`src/sv/frustum_point_culling_defines.svh`:
```
// Assertion macros shared by the frustum point culling RTL.
// Needs clk_i and rst_ni in the scope where a macro is used.
`ifndef FRUSTUM_POINT_CULLING_DEFINES_SVH
`define FRUSTUM_POINT_CULLING_DEFINES_SVH

// Same-cycle implication, disabled while in reset
`define FPC_ASSERT_IMP(lbl, ante, cons) \
  lbl: assert property (@(posedge clk_i) disable iff (!rst_ni) (ante) |-> (cons)) \
    else $error("fpc: same-cycle check failed");

// Next-cycle implication, disabled while in reset
`define FPC_ASSERT_NXT(lbl, ante, cons) \
  lbl: assert property (@(posedge clk_i) disable iff (!rst_ni) (ante) |=> (cons)) \
    else $error("fpc: next-cycle check failed");

`endif

```
`src/sv/fpc_pkg.sv`:
```
// Types and constants for the frustum point culling block.
// No dependencies; used by fpc_cell, fpc_plane and the top level.
package fpc_pkg;

  localparam int unsigned ElemW  = 32;
  localparam int unsigned Rows   = 4;
  localparam int unsigned Planes = 6;
  // four 64-bit products summed, then plane = row3 +/- rowk
  localparam int unsigned AccW   = 66;
  localparam int unsigned DistW  = 67;

  // column that holds the w entries (no part in the plane normal)
  localparam logic [1:0] WCol = 2'd3;

  // plane order: left, right, top, bottom, near, far
  localparam logic [1:0] PlaneRow [Planes] = '{2'd0, 2'd0, 2'd1, 2'd1, 2'd2, 2'd2};
  // bit i set: plane i is row3 minus its row
  localparam logic [Planes-1:0] PlaneNeg = 6'b100110;

  typedef enum logic {
    ReqLoad = 1'b0,
    ReqTest = 1'b1
  } req_e;

  // one item as it travels along the chain of column cells
  typedef struct packed {
    logic                         valid;
    req_e                         req;
    logic [3:0]                   idx;
    logic signed [ElemW-1:0]      value;
    logic signed [ElemW-1:0]      x;
    logic signed [ElemW-1:0]      y;
    logic signed [ElemW-1:0]      z;
    logic [Rows-1:0][AccW-1:0]    acc;  // partial row dot products
    logic [Planes-1:0]            nz;   // plane normal seen non-zero
  } stage_t;

endpackage

```
`src/sv/fpc_plane.sv`:
```
// Plane stage: forms the six plane distances from the row dots and registers the verdict.
// Depends on fpc_pkg; this register is the block's output register.
module fpc_plane (
  input  logic            clk_i,
  input  logic            rst_ni,
  input  fpc_pkg::stage_t stage_i,
  output logic            in_ready_o,
  output logic            out_valid_o,
  input  logic            out_ready_i,
  output logic            inside_o
);

  logic signed [fpc_pkg::DistW-1:0] d_w;
  logic signed [fpc_pkg::DistW-1:0] d_r     [fpc_pkg::Planes];
  logic signed [fpc_pkg::DistW-1:0] pl_dist [fpc_pkg::Planes];
  logic [fpc_pkg::Planes-1:0]       cull;
  logic                             take;
  logic                             valid_q, inside_q;

  assign in_ready_o = !valid_q || out_ready_i;
  assign take       = in_ready_o && stage_i.valid && (stage_i.req == fpc_pkg::ReqTest);

  // distance = row3 +/- row r; a plane with zero normal never culls
  always_comb begin
    d_w = fpc_pkg::DistW'($signed(stage_i.acc[fpc_pkg::WCol]));
    for (int i = 0; i < fpc_pkg::Planes; i++) begin
      d_r[i] = fpc_pkg::DistW'($signed(stage_i.acc[fpc_pkg::PlaneRow[i]]));
      pl_dist[i] = fpc_pkg::PlaneNeg[i] ? (d_w - d_r[i]) : (d_w + d_r[i]);
      cull[i] = stage_i.nz[i] && pl_dist[i][fpc_pkg::DistW-1];
    end
  end

  always_ff @(posedge clk_i or negedge rst_ni) begin
    if (!rst_ni) begin
      valid_q <= 1'b0;
    end else if (in_ready_o) begin
      valid_q <= take;
    end
  end

  always_ff @(posedge clk_i) begin
    if (take) begin
      inside_q <= ~|cull;
    end
  end

  assign out_valid_o = valid_q;
  assign inside_o    = inside_q;

endmodule

```
`config.mk`:
```
export PLATFORM = sky130hd
export DESIGN_NAME = fpc_plane
export DESIGN_NICKNAME = d
export VERILOG_FILES = /design/src/sv/frustum_point_culling_defines.svh /design/src/sv/fpc_pkg.sv /design/src/sv/fpc_plane.sv
export SDC_FILE = /design/constraint.sdc
export NUM_CORES = 1
export LEC_CHECK = 0
export ABC_AREA = 1
export BUFFER_PORTS_ARGS = -buffer_cell sky130_fd_sc_hd__buf_4
export CORE_AREA = 5 5 156 158
export DETAILED_ROUTE_END_ITERATION = 7
export DIE_AREA = 0 0 161 163
export GPL_ROUTABILITY_DRIVEN = 0
export PLACE_DENSITY = 0.75
export SLEW_MARGIN = 10
export SYNTH_ARGS = -nofsm -noshare
export SYNTH_HDL_FRONTEND = slang
export SYNTH_SLANG_ARGS = --single-unit
export TNS_END_PERCENT = 30
```
`constraint.sdc`:
```
create_clock -name clk_i -period 1.2 [get_ports clk_i]
set_clock_uncertainty 0.05 [all_clocks]
set_input_delay 0.06 -clock clk_i [delete_from_list [all_inputs] [get_ports clk_i]]
set_output_delay 0.06 -clock clk_i [all_outputs]
set_load 0.02 [all_outputs]
```
==> impl_metrics.tcl <==
set metrics [dict create \
    status "complete, but fails checks" \
    violations_in_the_final_reports "negative setup slack" \
    fp.coreArea_um2 22980 \
    deepest_level_of_the_cts_h_tree 1 \
    synth-main-ff-cell "sky130_fd_sc_hd__edfxtp_1" \
    worstPathRequired_ns 1.13 \
    dp_slack_ns -0.9527 \
    synth_async_sr_flop_share_pct 50.00 \
    synth_seq_cells 2 \
    final.period_utilization_pct 150.9 \
    num_io_pins 410 \
    groute.layer.met2.usage_pct 49.35 \
    detailed_place_hpwl_mm 31.96 \
    numClockSinks 2 \
    mostFrequentLayoutCells "sky130_fd_sc_hd__buf_4 (522), sky130_fd_sc_hd__inv_1 (382), sky130_fd_sc_hd__nand2_1 (381), sky130_fd_sc_hd__ha_1 (300), sky130_fd_sc_hd__a21oi_1 (116)" \
    antenna_violating_nets_post_route 0 \
    placement.io_buffers 277 \
    post_drt_via_cell_ratio 4.988 \
    fp.dieArea_um2 26240 \
    worst_path_arrival_time_ns 1.74 \
    cts.path.max_buffers 2 \
    worstMarginPinSlew_ns 0.3073 \
    synthesis.instances 1727 \
    syn_avg_cell_area_um2 6.139 \
    nets 3066 \
    synth_enable_flop_cells 1 \
    yosys-top-cells-area "sky130_fd_sc_hd__ha_1 (46%), sky130_fd_sc_hd__inv_1 (15%), sky130_fd_sc_hd__nand2_1 (15%)" \
    critical_path_class "in2reg" \
    slew_headroom_pct 79.52 \
    setup_viol 2 \
    largest_net_degree_at_the_start_of_global_routing 7 \
    start_util_pct 46.13 \
    grt.met3_usage_pct 2.987 \
    route.vias.total 12770 \
    post_route_cells_drive_above_1_share_pct 36.95 \
    route.detailed.drc 0 \
    worst_ir_drop_vdd_mv 0.4507 \
    finalWorstPathRequiredPeriod_ns 1.811 \
    clk_pin_slew_ns 0.03 \
    synth_seq_area_share_pct 0.5193 \
    synth_top_area_cell "sky130_fd_sc_hd__ha_1" \
    timing.critical_path.to_type "flop" \
    finalHoldViolCount 0 \
    placement_rows 56 \
    antenna_found_initial 1 \
    cts_made_buffers 3 \
    fillerInstances 1748 \
    busiest_layer "met2" \
    leakage_nw 9.744 \
    layout_commonest_cell "sky130_fd_sc_hd__buf_4" \
    clk-insertion-delay-late_ns 0.23 \
    fmaxAchievable_ghz 0.5521 \
    die_x_um 161 \
    post_layout_total_power_mw 6.589 \
    cap_violations 0 \
    global_route.usage.met1_pct 32.04 \
    grt_usage_pct 26.03 \
    rsz_0062_raised_after_global_routing "true" \
    synth.net_count 2524 \
    grt_first_pass_wirelength_mm 56.68 \
    slew_violations 0 \
    clock-root-buffer "sky130_fd_sc_hd__clkbuf_16" \
    drt-initial-drc-count 668 \
    hold_path.class "in2reg" \
    worstSetupStartpointType "input port" \
    power-per-cell-area_nw_per_um2 390.8 \
    drt-total-wl_mm 39.61 \
    setup_ws_ns -0.6113 \
    die_h_um 163 \
    grt_pass1_vias 12270 \
    synth-warning-count 0 \
    drt_first_pass_iters 6 \
    wl_per_cell_um 15.48 \
    grt_remaining_overflow 0 \
    synth_cell_type_count 29 \
    critPathMaxFanout 6 \
    layout_area_growth_over_synthesis_pct 59.03 \
    synth_area_um2 10600 \
    cts_tree "done" \
    post-synth-top-area-fraction_pct 46.03 \
]
-- metrics by stage --
step	hold WS (ns)	TNS, ns	std cells	util, %	cell area, um2
6_report	0.09257	-0.6477	2559	73.36	16860
5_1_grt	0.1064	-0.7574	2559	73.36	16860
4_1_cts	0.09623	-0.5689	2551	67.37	15480
3_5_place_dp	-0.2137	-0.9527	2544	66.16	15210
3_3_place_gp	-0.2147	-0.9186	2544	66.16	15210
2_1_floorplan	-0.2856	-0.3850	1727	-	10890
-- state kept, by name (all words and copies together), names as in the netlist --
name,cells
inside_o,1
out_valid_o,1
-- synth_stat cells, drive strengths merged (2+ instances only) --
cell / count
inv: 414
nand4: 12
nand3: 53
and2: 6
o21a: 7
nor2: 186
o21ai: 26
a21oi: 143
nor3: 18
a21o: 17
o21bai: 29
or2: 2
a21boi: 2
nor3b: 3
nand3b: 2
nand2: 414
ha: 390
-- cell families after synthesis --
group | Yosys count | synth area share, %
AND/OR/NAND/NOR | 697 | 26.89
AO/OA/AOI/OAI | 224 | 11.91
adder cells (fa/ha/maj) | 390 | 46.03
buffers and inverters | 414 | 14.66
flip-flops | 2 | 0.5193
-- cell type report --
type / count / area, um2 / share of cell area [%]
antenna: 1 / 2.502 / 0.01484
clock buffer: 4 / 78.83 / 0.4675
inverter: 414 / 1559 / 9.247
multi-input combinational: 1311 / 10710 / 63.50
sequential: 2 / 55.05 / 0.3265
tap: 290 / 362.8 / 2.152
timing repair buffer: 537 / 4095 / 24.29
-- metal layers --
metal	up-vias	part of all wire [%]
li1	6415	-
met1	5860	41
met2	411	50
met3	79	6.2
met4	0	2.5
met5	-	0
-- where the power goes --
| part | switching, mW | internal, mW | total (mW) | leakage [nW] |
|---|---|---|---|---|
| Sequential | 0.00354 | 0.0794 | 0.0830 | 0.0215 |
| Clock | 0.103 | 0.440 | 0.543 | 0.0382 |
| Combinational | 3.06 | 2.91 | 5.96 | 9.68 |
| Total | 3.16 | 3.42 | 6.59 | 9.74 |
-- timing repair --
action                                 4_1_cts  5_1_grt
endpoints found under the hold margin        1        0
setup buffers                                2        7
hold buffers                                 1        0
gates resized for setup                     34      256
setup endpoints to repair                    1        1
pin swaps                                   15      101
-- worst max-delay path, cell delays in order --
cell                      delay [ns]
sky130_fd_sc_hd__buf_6          0.12
sky130_fd_sc_hd__ha_4           0.28
sky130_fd_sc_hd__buf_4          0.12
sky130_fd_sc_hd__inv_1          0.04
sky130_fd_sc_hd__a21oi_1        0.15
sky130_fd_sc_hd__nand2_1        0.11
sky130_fd_sc_hd__a21oi_2        0.17
sky130_fd_sc_hd__nand2_1        0.10
sky130_fd_sc_hd__nand2_1        0.07
sky130_fd_sc_hd__nand2_1        0.08
sky130_fd_sc_hd__nand2_2        0.08
sky130_fd_sc_hd__nand2_1        0.06
sky130_fd_sc_hd__nand2_1        0.07
sky130_fd_sc_hd__nand3_2        0.09
sky130_fd_sc_hd__nand3_2        0.08
sky130_fd_sc_hd__nor2_1         0.04
-- path summary, 6_finish.rpt --
check	slack (ns)	endpoint	start	cells after the start
max	-0.61	inside_o$_DFFE_PP_	stage_i[217]	16
min	0.09	out_valid_o$_DFFE_PN0N_	out_ready_i	4
max reg2reg	-0.04	inside_o$_DFFE_PP_	out_valid_o$_DFFE_PN0N_	4
min reg2reg	0.63	out_valid_o$_DFFE_PN0N_	out_valid_o$_DFFE_PN0N_	4
max in group asynchronous	0.92	out_valid_o$_DFFE_PN0N_	rst_ni	2
min in group asynchronous	0.10	out_valid_o$_DFFE_PN0N_	rst_ni	2
Note: power is estimated with default switching activity, not from simulation.
